[src/hdl/bdq_pkg.sv]
package bdq_pkg;

   localparam int DEPTH_DEF      = 64;
   localparam int ITEM_WIDTH_DEF = 32;

   localparam logic [3:0] KIND_APPEND_TAIL   = 4'd0;
   localparam logic [3:0] KIND_INSERT_HEAD   = 4'd1;
   localparam logic [3:0] KIND_APPEND_UNIQUE = 4'd2;
   localparam logic [3:0] KIND_POP_TAIL      = 4'd3;
   localparam logic [3:0] KIND_POP_HEAD      = 4'd4;
   localparam logic [3:0] KIND_REMOVE_VALUE  = 4'd5;
   localparam logic [3:0] KIND_READ_NTH      = 4'd6;
   localparam logic [3:0] KIND_PEEK_TAIL     = 4'd7;
   localparam logic [3:0] KIND_CLEAR         = 4'd8;

   localparam logic [1:0] ERR_NONE  = 2'd0;
   localparam logic [1:0] ERR_EMPTY = 2'd1;
   localparam logic [1:0] ERR_INDEX = 2'd2;
   localparam logic [1:0] ERR_FULL  = 2'd3;

   typedef struct packed {
      logic [3:0]  kind;
      logic [31:0] item_value;
      logic [5:0]  position;
   } req_type;

   typedef struct packed {
      logic [31:0] value_out;
      logic        success;
      logic [1:0]  error_code;
      logic [6:0]  entry_count;
   } rsp_type;

endpackage

[src/hdl/bdq_ram.sv]
module bdq_ram #(
   parameter int WIDTH = 32,
   parameter int DEPTH = 64
) (
   input  logic                     clock,
   input  logic                     wr_en,
   input  logic [$clog2(DEPTH)-1:0] wr_addr,
   input  logic [WIDTH-1:0]         wr_data,
   input  logic                     rd_en,
   input  logic [$clog2(DEPTH)-1:0] rd_addr,
   output logic [WIDTH-1:0]         rd_data
);
   logic [WIDTH-1:0] mem_ff [DEPTH];
   logic [WIDTH-1:0] rd_data_ff;

   always_ff @(posedge clock) begin
      if (wr_en) begin
         mem_ff[wr_addr] <= wr_data;
      end
      if (rd_en) begin
         rd_data_ff <= mem_ff[rd_addr];
      end
   end

   assign rd_data = rd_data_ff;
endmodule

[src/hdl/bdq_ctrl.sv]
module bdq_ctrl #(
   parameter int DEPTH      = 64,
   parameter int ITEM_WIDTH = 32
) (
   input  logic                     clock,
   input  logic                     reset,
   input  logic                     req_valid,
   input  bdq_pkg::req_type         req_data,
   output logic                     req_stall,
   input  logic                     out_free,
   output logic                     done,
   output bdq_pkg::rsp_type         result,
   output logic                     wr_en,
   output logic [$clog2(DEPTH)-1:0] wr_addr,
   output logic [ITEM_WIDTH-1:0]    wr_data,
   output logic                     rd_en,
   output logic [$clog2(DEPTH)-1:0] rd_addr,
   input  logic [ITEM_WIDTH-1:0]    rd_data
);
   import bdq_pkg::*;

   localparam int AW = $clog2(DEPTH);
   localparam int CW = $clog2(DEPTH + 1);
   localparam int XW = CW + 1;

   localparam logic [2:0] S_IDLE     = 3'd0;
   localparam logic [2:0] S_SCAN_RD  = 3'd1;
   localparam logic [2:0] S_SCAN_CMP = 3'd2;
   localparam logic [2:0] S_SH_RD    = 3'd3;
   localparam logic [2:0] S_SH_WR    = 3'd4;
   localparam logic [2:0] S_RD_WAIT  = 3'd5;
   localparam logic [2:0] S_DONE     = 3'd6;

   logic [2:0]            state_ff, state_in;
   logic [3:0]            kind_ff, kind_in;
   logic [ITEM_WIDTH-1:0] item_ff, item_in;
   logic [AW-1:0]         head_ff, head_in;
   logic [CW-1:0]         occ_ff, occ_in;
   logic [CW-1:0]         idx_ff, idx_in;
   logic [31:0]           val_ff, val_in;
   logic                  ok_ff, ok_in;
   logic [1:0]            err_ff, err_in;

   logic [63:0]           req_wide;
   logic [63:0]           rd_wide;
   logic [31:0]           occ_wide;
   logic                  full;
   logic                  empty;
   logic [AW-1:0]         head_prev;
   logic [XW-1:0]         idx_next;
   logic [XW-1:0]         idx_next2;

   function automatic logic [AW-1:0] slot_of(input logic [AW-1:0] head,
                                              input logic [CW-1:0] k);
      logic [XW-1:0] s;
      s = XW'(head) + XW'(k);
      if (s >= XW'(DEPTH)) begin
         s = s - XW'(DEPTH);
      end
      return s[AW-1:0];
   endfunction

   assign req_wide  = 64'(req_data.item_value);
   assign rd_wide   = 64'(rd_data);
   assign occ_wide  = 32'(occ_ff);
   assign full      = (occ_ff == CW'(DEPTH));
   assign empty     = (occ_ff == '0);
   assign head_prev = (head_ff == '0) ? AW'(DEPTH - 1) : head_ff - AW'(1);
   assign idx_next  = XW'(idx_ff) + XW'(1);
   assign idx_next2 = XW'(idx_ff) + XW'(2);

   assign req_stall = (state_ff != S_IDLE);
   assign done      = (state_ff == S_DONE) && out_free;

   assign result.value_out   = val_ff;
   assign result.success     = ok_ff;
   assign result.error_code  = err_ff;
   assign result.entry_count = occ_wide[6:0];

   always_comb begin
      state_in = state_ff;
      kind_in  = kind_ff;
      item_in  = item_ff;
      head_in  = head_ff;
      occ_in   = occ_ff;
      idx_in   = idx_ff;
      val_in   = val_ff;
      ok_in    = ok_ff;
      err_in   = err_ff;
      wr_en    = 1'b0;
      wr_addr  = slot_of(head_ff, occ_ff);
      wr_data  = item_ff;
      rd_en    = 1'b0;
      rd_addr  = head_ff;

      case (state_ff)
         S_IDLE: begin
            if (req_valid) begin
               kind_in  = req_data.kind;
               item_in  = req_wide[ITEM_WIDTH-1:0];
               idx_in   = '0;
               val_in   = '0;
               ok_in    = 1'b0;
               err_in   = ERR_NONE;
               state_in = S_DONE;
               case (req_data.kind)
                  KIND_APPEND_TAIL: begin
                     if (full) begin
                        err_in = ERR_FULL;
                     end else begin
                        wr_en   = 1'b1;
                        wr_data = req_wide[ITEM_WIDTH-1:0];
                        occ_in  = occ_ff + CW'(1);
                        ok_in   = 1'b1;
                     end
                  end
                  KIND_INSERT_HEAD: begin
                     if (full) begin
                        err_in = ERR_FULL;
                     end else begin
                        wr_en   = 1'b1;
                        wr_addr = head_prev;
                        wr_data = req_wide[ITEM_WIDTH-1:0];
                        head_in = head_prev;
                        occ_in  = occ_ff + CW'(1);
                        ok_in   = 1'b1;
                     end
                  end
                  KIND_APPEND_UNIQUE, KIND_REMOVE_VALUE: begin
                     state_in = S_SCAN_RD;
                  end
                  KIND_POP_TAIL, KIND_PEEK_TAIL: begin
                     if (empty) begin
                        err_in = ERR_EMPTY;
                     end else begin
                        rd_en    = 1'b1;
                        rd_addr  = slot_of(head_ff, occ_ff - CW'(1));
                        state_in = S_RD_WAIT;
                        if (req_data.kind == KIND_POP_TAIL) begin
                           occ_in = occ_ff - CW'(1);
                        end
                     end
                  end
                  KIND_POP_HEAD: begin
                     if (empty) begin
                        err_in = ERR_EMPTY;
                     end else begin
                        rd_en    = 1'b1;
                        rd_addr  = head_ff;
                        head_in  = slot_of(head_ff, CW'(1));
                        occ_in   = occ_ff - CW'(1);
                        state_in = S_RD_WAIT;
                     end
                  end
                  KIND_READ_NTH: begin
                     if (empty) begin
                        err_in = ERR_EMPTY;
                     end else if (32'(req_data.position) >= occ_wide) begin
                        err_in = ERR_INDEX;
                     end else begin
                        rd_en    = 1'b1;
                        rd_addr  = slot_of(head_ff, CW'(req_data.position));
                        state_in = S_RD_WAIT;
                     end
                  end
                  KIND_CLEAR: begin
                     head_in = '0;
                     occ_in  = '0;
                     ok_in   = 1'b1;
                  end
                  default: begin
                     ok_in = 1'b0;
                  end
               endcase
            end
         end
         S_SCAN_RD: begin
            if (idx_ff == occ_ff) begin
               // handle absent: unique appends, remove reports a miss
               state_in = S_DONE;
               if (kind_ff == KIND_APPEND_UNIQUE) begin
                  if (full) begin
                     err_in = ERR_FULL;
                  end else begin
                     wr_en  = 1'b1;
                     occ_in = occ_ff + CW'(1);
                     ok_in  = 1'b1;
                  end
               end
            end else begin
               rd_en    = 1'b1;
               rd_addr  = slot_of(head_ff, idx_ff);
               state_in = S_SCAN_CMP;
            end
         end
         S_SCAN_CMP: begin
            if (rd_data == item_ff) begin
               if (kind_ff == KIND_APPEND_UNIQUE) begin
                  state_in = S_DONE;
               end else if (idx_next < XW'(occ_ff)) begin
                  state_in = S_SH_RD;
               end else begin
                  occ_in   = occ_ff - CW'(1);
                  ok_in    = 1'b1;
                  state_in = S_DONE;
               end
            end else begin
               idx_in   = idx_next[CW-1:0];
               state_in = S_SCAN_RD;
            end
         end
         S_SH_RD: begin
            rd_en    = 1'b1;
            rd_addr  = slot_of(head_ff, idx_next[CW-1:0]);
            state_in = S_SH_WR;
         end
         S_SH_WR: begin
            // close the gap one entry at a time
            wr_en   = 1'b1;
            wr_addr = slot_of(head_ff, idx_ff);
            wr_data = rd_data;
            idx_in  = idx_next[CW-1:0];
            if (idx_next2 < XW'(occ_ff)) begin
               state_in = S_SH_RD;
            end else begin
               occ_in   = occ_ff - CW'(1);
               ok_in    = 1'b1;
               state_in = S_DONE;
            end
         end
         S_RD_WAIT: begin
            val_in   = rd_wide[31:0];
            ok_in    = 1'b1;
            state_in = S_DONE;
         end
         S_DONE: begin
            if (out_free) begin
               state_in = S_IDLE;
            end
         end
         default: begin
            state_in = S_IDLE;
         end
      endcase
   end

   always_ff @(posedge clock) begin
      if (reset) begin
         state_ff <= S_IDLE;
         head_ff  <= '0;
         occ_ff   <= '0;
      end else begin
         state_ff <= state_in;
         head_ff  <= head_in;
         occ_ff   <= occ_in;
      end
      kind_ff <= kind_in;
      item_ff <= item_in;
      idx_ff  <= idx_in;
      val_ff  <= val_in;
      ok_ff   <= ok_in;
      err_ff  <= err_in;
   end
endmodule

[src/hdl/bounded_deque_with_search.sv]
// Channel   Ports                         Beat
// request   req_valid req_stall req_data  one command (kind, item_value, position)
// response  rsp_valid rsp_stall rsp_data  one result per command
//
// Append, insert, clear and rejected commands go straight to the done state;
// pops, peek and read nth first wait in a state for the registered memory read.
// Append unique and remove value scan the held entries, reading then comparing
// each; remove then closes the gap, reading and rewriting each later entry.
// Synchronous reset empties the store; entry memory is not cleared.
// A stalled response waits in its register; the next command is taken meanwhile.
module bounded_deque_with_search #(
   parameter int DEPTH      = bdq_pkg::DEPTH_DEF,
   parameter int ITEM_WIDTH = bdq_pkg::ITEM_WIDTH_DEF
) (
   input  logic             clock,
   input  logic             reset,
   input  logic             req_valid,
   output logic             req_stall,
   input  bdq_pkg::req_type req_data,
   output logic             rsp_valid,
   input  logic             rsp_stall,
   output bdq_pkg::rsp_type rsp_data
);
   import bdq_pkg::*;

   localparam int AW = $clog2(DEPTH);

   logic                  wr_en;
   logic [AW-1:0]         wr_addr;
   logic [ITEM_WIDTH-1:0] wr_data;
   logic                  rd_en;
   logic [AW-1:0]         rd_addr;
   logic [ITEM_WIDTH-1:0] rd_data;
   logic                  out_free;
   logic                  done;
   rsp_type               result;
   logic                  rsp_valid_ff, rsp_valid_in;
   rsp_type               rsp_ff, rsp_in;

   assign out_free = !rsp_valid_ff || !rsp_stall;

   bdq_ctrl #(
      .DEPTH      (DEPTH),
      .ITEM_WIDTH (ITEM_WIDTH)
   ) u_ctrl (
      .clock     (clock),
      .reset     (reset),
      .req_valid (req_valid),
      .req_data  (req_data),
      .req_stall (req_stall),
      .out_free  (out_free),
      .done      (done),
      .result    (result),
      .wr_en     (wr_en),
      .wr_addr   (wr_addr),
      .wr_data   (wr_data),
      .rd_en     (rd_en),
      .rd_addr   (rd_addr),
      .rd_data   (rd_data)
   );

   bdq_ram #(
      .WIDTH (ITEM_WIDTH),
      .DEPTH (DEPTH)
   ) u_ram (
      .clock   (clock),
      .wr_en   (wr_en),
      .wr_addr (wr_addr),
      .wr_data (wr_data),
      .rd_en   (rd_en),
      .rd_addr (rd_addr),
      .rd_data (rd_data)
   );

   assign rsp_valid_in = done || (rsp_valid_ff && rsp_stall);
   assign rsp_in       = done ? result : rsp_ff;

   always_ff @(posedge clock) begin
      if (reset) begin
         rsp_valid_ff <= 1'b0;
      end else begin
         rsp_valid_ff <= rsp_valid_in;
      end
      rsp_ff <= rsp_in;
   end

   assign rsp_valid = rsp_valid_ff;
   assign rsp_data  = rsp_ff;
endmodule

[config.mk]
export PLATFORM = sky130hd
export DESIGN_NAME = bounded_deque_with_search
export DESIGN_NICKNAME = d
export VERILOG_FILES = /design/src/hdl/bdq_pkg.sv /design/src/hdl/bdq_ram.sv /design/src/hdl/bdq_ctrl.sv /design/src/hdl/bounded_deque_with_search.sv
export SDC_FILE = /design/constraint.sdc
export NUM_CORES = 2
export LEC_CHECK = 0
export BUFFER_PORTS_ARGS = -buffer_cell sky130_fd_sc_hd__buf_2
export CORE_ASPECT_RATIO = 0.7
export CORE_UTILIZATION = 56
export DETAILED_ROUTE_END_ITERATION = 8
export PLACE_DENSITY = 0.79
export SYNTH_ARGS = -nofsm -noshare
export SYNTH_HDL_FRONTEND = slang
export SYNTH_SLANG_ARGS = --single-unit
export TNS_END_PERCENT = 30
[constraint.sdc]
create_clock -name clock -period 6.5 [get_ports clock]
set_input_delay 0.65 -clock clock [delete_from_list [all_inputs] [get_ports clock]]
set_output_delay 0.65 -clock clock [all_outputs]
set_load 0.01 [all_outputs]
* Word level (Yosys, flattened, before mapping)
Memory sizes are Yosys's and may differ from the RTL's. A register that Yosys moved wholly into a read port is not among the register bits. Cells that the tools add are included.
Operators by class: add/sub/neg operators 17, $mul 0, div/mod/pow operators 0, $lt $le $gt $ge 9, eq/ne operators 35, shift operators 0, muxes and demuxes 90, bitwise gates (word level) 0, reductions and logical operators 29
Operator list (number):
- 32-bit two-way mux | 4
- 32-bit one-hot mux with 2 select lines | 2
- 6-bit two-way mux | 17
- 7-bit two-way mux | 13
- 7-bit one-hot mux with 4 select lines | 2
- 6-bit by 1-bit subtractor with 6-bit output, second input constant | 7
- 6-bit one-hot mux with 3 select lines | 2
- 6-bit by 7-bit adder with 8-bit output | 4
- 32-bit == test | 1
- 8-bit by 7-bit >= comparator with 1-bit output, second input constant | 4
- 3-bit two-way mux | 8
- 6-bit one-hot mux with 2 select lines | 2
- 1-bit two-way mux | 21
- 3-bit one-hot mux with 7 select lines | 1
- 7-bit one-hot mux with 3 select lines | 1
- 2-bit two-way mux | 9
- 4-bit by 3-bit == test with 1-bit output, second input constant | 4
- 8-bit by 7-bit less-than comparator with 1-bit output | 2
- 2-bit != test, second input constant | 8
- 7-bit >= comparator, second input constant | 2
- 4-bit by 2-bit == test with 1-bit output, second input constant | 3
- 12-bit AND reduction | 1
- 2-bit by 1-bit != test with 1-bit output, second input constant | 5
- 5-bit AND reduction | 2
- 39 further kinds | 55
Word-level totals: flip-flop bits (word level) 137, bits in latches 0, bits in writable memories 2048, memory bits (read-only) 0, input bits 46, word-level logic and storage cells 195, memories 1
Memories:
- u_ram.mem_ff | depth 64, bits a word 32, rd ports 1, clocked after memory_dff 1, wr ports 1, RTL line bdq_ram.sv:13 | logic [WIDTH-1:0] mem_ff [DEPTH];

* Longest topological paths before layout
depth after elaboration 8, mapped depth 19

* By module
A second synthesis with hierarchy kept.
Unflattened totals: cells, all modules 4380, area total of the unflattened synthesis 88157.0 sq um
By module, submodules not included:
- bdq_ram | instances 1, cells each 3511, area each 79359.9 sq um
- bdq_ctrl | instances 1, cells each 823, area each 7503.4 sq um
- bounded_deque_with_search | instances 1, cells each 46, area each 1293.7 sq um

* Least setup slack after synthesis
Ideal clock, no wire load.
path kind register to register, start point register u_ctrl.occ_ff[1], end point memory u_ram.mem_ff[48][0] (enable), data arrival time 4468 ps, setup slack 1611 ps, cell stages (with the launch flop) 13, path buffers 0, period minus slack after synthesis 4889 ps, cells stage by stage dfxtp_1 > inv_1 > ha_1 > nor3b_1 > nand3_1 > and3_1 > nand2_1 > nor2_1 > nor2_1 > a21oi_1 > a222oi_1 > nand3_1 > nor2_1
Between the ends: cells in the longest elaborated chain, start to end 7
Ends and longest elaborated chain:
- start: declaration | RTL line bdq_ctrl.sv:38 | logic [CW-1:0] occ_ff, occ_in;
- start signal: assignment | RTL line bdq_ctrl.sv:255 | occ_ff <= occ_in;
- 6-bit by 7-bit adder with 8-bit output / 7-bit == test (equally long branches) | RTL line bdq_ctrl.sv:56, bdq_ctrl.sv:66
- 8-bit by 7-bit >= comparator with 1-bit output (tied with other cells) | RTL line bdq_ctrl.sv:57 | if (s >= XW'(DEPTH)) begin
- 6-bit two-way mux (tied with other cells) | RTL line bdq_ctrl.sv:57
- 6-bit two-way mux (tied with other cells) | RTL line bdq_ctrl.sv:118 | if (full) begin
- 6-bit two-way mux / 1-bit one-hot mux with 3 select lines (equally long branches) | RTL line bdq_ctrl.sv:106, bdq_ctrl.sv:96
- 6-bit two-way mux / 1-bit two-way mux (equally long branches) | RTL line bdq_ctrl.sv:98, bdq_ram.sv:17
- 6-bit one-hot mux with 2 select lines / 1-bit two-way mux (equally long branches) | RTL line bdq_ctrl.sv:96, bdq_ram.sv:18
- end: declaration | RTL line bdq_ram.sv:13
Several ways; a longest one is shown, not always the timed one.

* Worst setup path after layout
start point register u_ctrl.occ_ff[2], end point register u_ram.rd_data_ff[3] (netlist: u_ram.rd_data[3]), read port of u_ram.mem_ff (data pin)
Between the ends: cells in the longest elaborated chain, start to end 8
Ends and longest elaborated chain:
- 7-bit by 1-bit subtractor with 7-bit output | RTL line bdq_ctrl.sv:137 | rd_addr = slot_of(head_ff, occ_ff - CW'(1));
- 6-bit by 7-bit adder with 8-bit output | RTL line bdq_ctrl.sv:56 | s = XW'(head) + XW'(k);
- 8-bit by 7-bit >= comparator with 1-bit output / 6-bit by 1-bit subtractor with 6-bit output (equally long branches) | RTL line bdq_ctrl.sv:57, bdq_ctrl.sv:58
- 6-bit two-way mux | RTL line bdq_ctrl.sv:57
- 6-bit two-way mux | RTL line bdq_ctrl.sv:133 | if (empty) begin
- 6-bit one-hot mux with 2 select lines | RTL line bdq_ctrl.sv:106 | case (req_data.kind)
- 6-bit two-way mux | RTL line bdq_ctrl.sv:98 | if (req_valid) begin
- 6-bit one-hot mux with 3 select lines | RTL line bdq_ctrl.sv:96 | case (state_ff)
- end: declaration | RTL line bdq_ram.sv:14 | logic [WIDTH-1:0] rd_data_ff;
Several ways; a longest one is shown, not always the timed one. A chain may end at the register's enable or synchronous reset.

==> out/metrics.yaml <==
final_layout:
  area_growth_syn_to_layout_pct: 12.67
  fillers: 10560
  final_cell_mix: "2200 x edfxtp_1, 1096 x nand2_1, 502 x mux2i_1"
  nets: 6457
  postLayoutCoreUtil_pct: 64.04
  drive_gt1_share_pct: 13.16
  final_common_cell: "edfxtp_1"
  multi_input_area_mm2: 0.02125
  ff_latch_area_mm2: 0.06640
setup_path:
  crit_start: "u_ctrl.occ_ff[2]"
  path_depth: 15
  required_ps: 7080
  crit_chain: "inv_1, ha_1, a21o_1, a31oi_1, o21a_1, a221oi_2, o21ai_1, and2_4, buf_12, mux2i_1, o22ai_1, nor4_1, nor3_1, buf_4, or4_1"
  crit_end: "u_ram.rd_data[3]"
  path_delay_family: "simple AND/OR/NAND/NOR gates"
  critPathMaxFanout: 69
  critPathLaunchType: "flip-flop"
  crit_arrival_ps: 6900
  worstSetupEndpointType: "flip-flop"
  worst_r2r_endpoint: "u_ram.rd_data[3]"
  cp_slowest_stage_delay_ps: 900
  critPathKind: "reg2reg"
  rr_startpoint: "u_ctrl.occ_ff[2]"
  r2r_slack_ps: 170
  crit_slowest_cell: "nor4_1"
  critPathBufInv: 3
  rr_worst_depth: 15
power_and_ir_drop:
  p_clk_share_pct: 23.5
  switching_share_pct: 37.54
  switchingPower_uw: 17690
  pwr-share-comb_pct: 33.7
  irDropWorstVdd_v: 0.0004402
  pwr-share-seq_pct: 42.8
  total_power_uw: 47110
  power.density_mw_per_mm2: 470.0
  internal_power_uw: 29420
  power_leakage_uw: 0.03657
sta:
  fmax_mhz: 158.0
  slew_headroom_pct: -5.209
  rsz0062_at_grt: "no"
  period_share_pct: 97.36
  hold_viol: 0
  worst_pin_slew_ps: 1566
  slew_viol_final: 5
  post-route-min-period_ps: 6329
  setup_violations: 0
  clock_skew_ps: 45.94
  whs_ps: 31.28
  tns_ps: 0
detailed_routing:
  final_antenna_net_count: 0
  vias_per_cell: 6.695
  vias: 57610
  drcViolationCount: 35
  wl_per_cell_um: 30.89
  wl_um: 265800
  drtIter0Drc: 10640
  dr.pass1.iters: 9
logic_synthesis:
  ys_async_sr_fraction_pct: 0
  ys_seq_area_share_pct: 74.63
  ys_ff_latch: 2217
  syn_inst: 6082
  yosysWarnings: 0
  synth_edf_count: 2200
  ys_types: 85
  syn_avg_cell_area_um2: 14.63
  synthesis.nets: 6185
  netlist_area_mm2: 0.08898
  synth-main-ff-cell: "edfxtp_1"
clocking:
  clk_latency_ps: 850
  clock_path_buffers: 3
  cts-root-buf: "clkbuf_16"
  cts_setup_buffers: 0
  clkSinkCount: 2217
  cts_tree: "done"
  numCtsBuffers: 188
  h-tree-depth: 4
  clk_pin_slew_worst_paths_ps: 70
floorplanning:
  start_util_pct: 56.84
  ios: 90
  core-area_mm2: 0.1565
  die_h_um: 335.5
  die_area_mm2: 0.1605
  rows: 121
  die_w_um: 478.4
global_routing:
  grt_max_degree: 113
  grt_pass1_wl_um: 375400
  grt_usage_pct: 32.58
  antenna_found_initial: 27
  grt_pass1_vias: 54020
  grt_overflow: 0
outcome:
  status: "finished, violations left"
  violations: "DRC, capacitance limit, slew limit"
place:
  gp_congestion: 0.9857
  dpl.hpwl_um: 160500
  numPortBuffers: 89
min_path:
  holdCritPathClass: "in2reg"
run:
  cap_violations: 2
## layer usage
layer / wire length [um] / vias up / global-route usage, % / part of all wire, %
met5: 140 / - / 0 / 0.053
met4: 10840 / 20 / 12.94 / 4.1
met3: 50300 / 669 / 14.40 / 19
met2: 109500 / 5045 / 44.91 / 41
met1: 95110 / 28130 / 45.17 / 36
li1: - / 23750 / - / -
## area by class of cell
cell class                      count  area share (%)
Sequential cell                  2217           66.24
Clock buffer                      230           4.850
Tap cell                         2091           2.610
Antenna cell                       10         0.02496
Timing Repair Buffer              448           3.842
Inverter                           59          0.2209
Clock inverter                    110           1.015
Multi-Input combinational cell   3440           21.20
## power by group through the flow
stage          clock [uW]  combinational [uW]  sequential, uW
6_report            11100               15900           20200
5_1_grt             11600               16200           20200
4_1_cts             11100               15100           20100
3_5_place_dp            0               14900           20400
3_3_place_gp            0               14500           20300
2_1_floorplan           0                7730           20200
## state kept, by name, summed over array words and instances, names as in the netlist
name             count
u_ctrl.err_ff        2
rsp_valid            1
u_ctrl.head_ff       6
u_ctrl.item_ff      32
u_ctrl.val_ff       32
u_ctrl.ok_ff         1
u_ctrl.occ_ff        7
u_ctrl.state_ff      3
u_ram.mem_ff      2048
u_ctrl.idx_ff        7
u_ram.rd_data       32
u_ctrl.kind_ff       4
rsp_data            42
## worst min path at each step
stage	start	to	slack, ps	cells after the start
final	req_data[9]	u_ctrl.item_ff[3]	30	1
after global routing	req_data[30]	u_ctrl.item_ff[24]	30	1
after CTS	req_data[6]	u_ctrl.item_ff[0]	0.2	1
after detailed placement	u_ctrl.val_ff[0]	rsp_data[10]	400	0
after global placement	u_ctrl.val_ff[20]	rsp_data[30]	400	0
after floorplan	u_ctrl.val_ff[0]	rsp_data[10]	400	0
## through the flow
| step | worst slack, ps | instance area (um^2) | std cells |
|---|---|---|---|
| after global placement | 557.8 | 94190 | 8241 |
| after CTS | 413.2 | 100200 | 8593 |
| after global routing | 39.44 | 100200 | 8597 |
| after floorplan | 1611 | 88980 | 6082 |
| final | 171.4 | 100200 | 8605 |
| after detailed placement | 423.4 | 94200 | 8243 |
## kinds of logic (layout without fill, tap and decap cells)
kind of cell	Yosys count	after routing	synth area share [%]
flops	2217	2217	74.63
simple gates	1769	1769	8.835
other cells	0	10	0
xor+xnor	74	74	0.7284
fa+ha+maj	57	57	0.8437
compound gates	1038	1038	7.104
buf+inv	425	847	2.209
mux	502	502	5.647
## timing repair
action,in CTS,in global routing
endpoints found under the hold margin,10,0
hold buffers,10,0
resized for setup,0,0
## cells in the mapped netlist (26+ instances only)
master    count  share of area, %
buf_1        41              0.17
and3_1       39              0.27
mux2i_1     502               5.6
clkbuf_1    165              0.70
a222oi_1     34              0.38
a31oi_1     113              0.79
o22ai_1     242               1.7
nand2_1    1101               4.6
o21ai_0      41              0.23
inv_1        58              0.24
ha_1         52              0.73
nor3_1      115              0.65
nor2_1      152              0.64
nor4_1      106              0.75
xor2_1       44              0.43
xnor2_1      30              0.30
or4_1        26              0.22
a21oi_1     455               2.6
buf_2       124              0.70
edfxtp_1   2200                74
nand3_1     142              0.80
No activity file was read; power rests on OpenSTA's default activity.
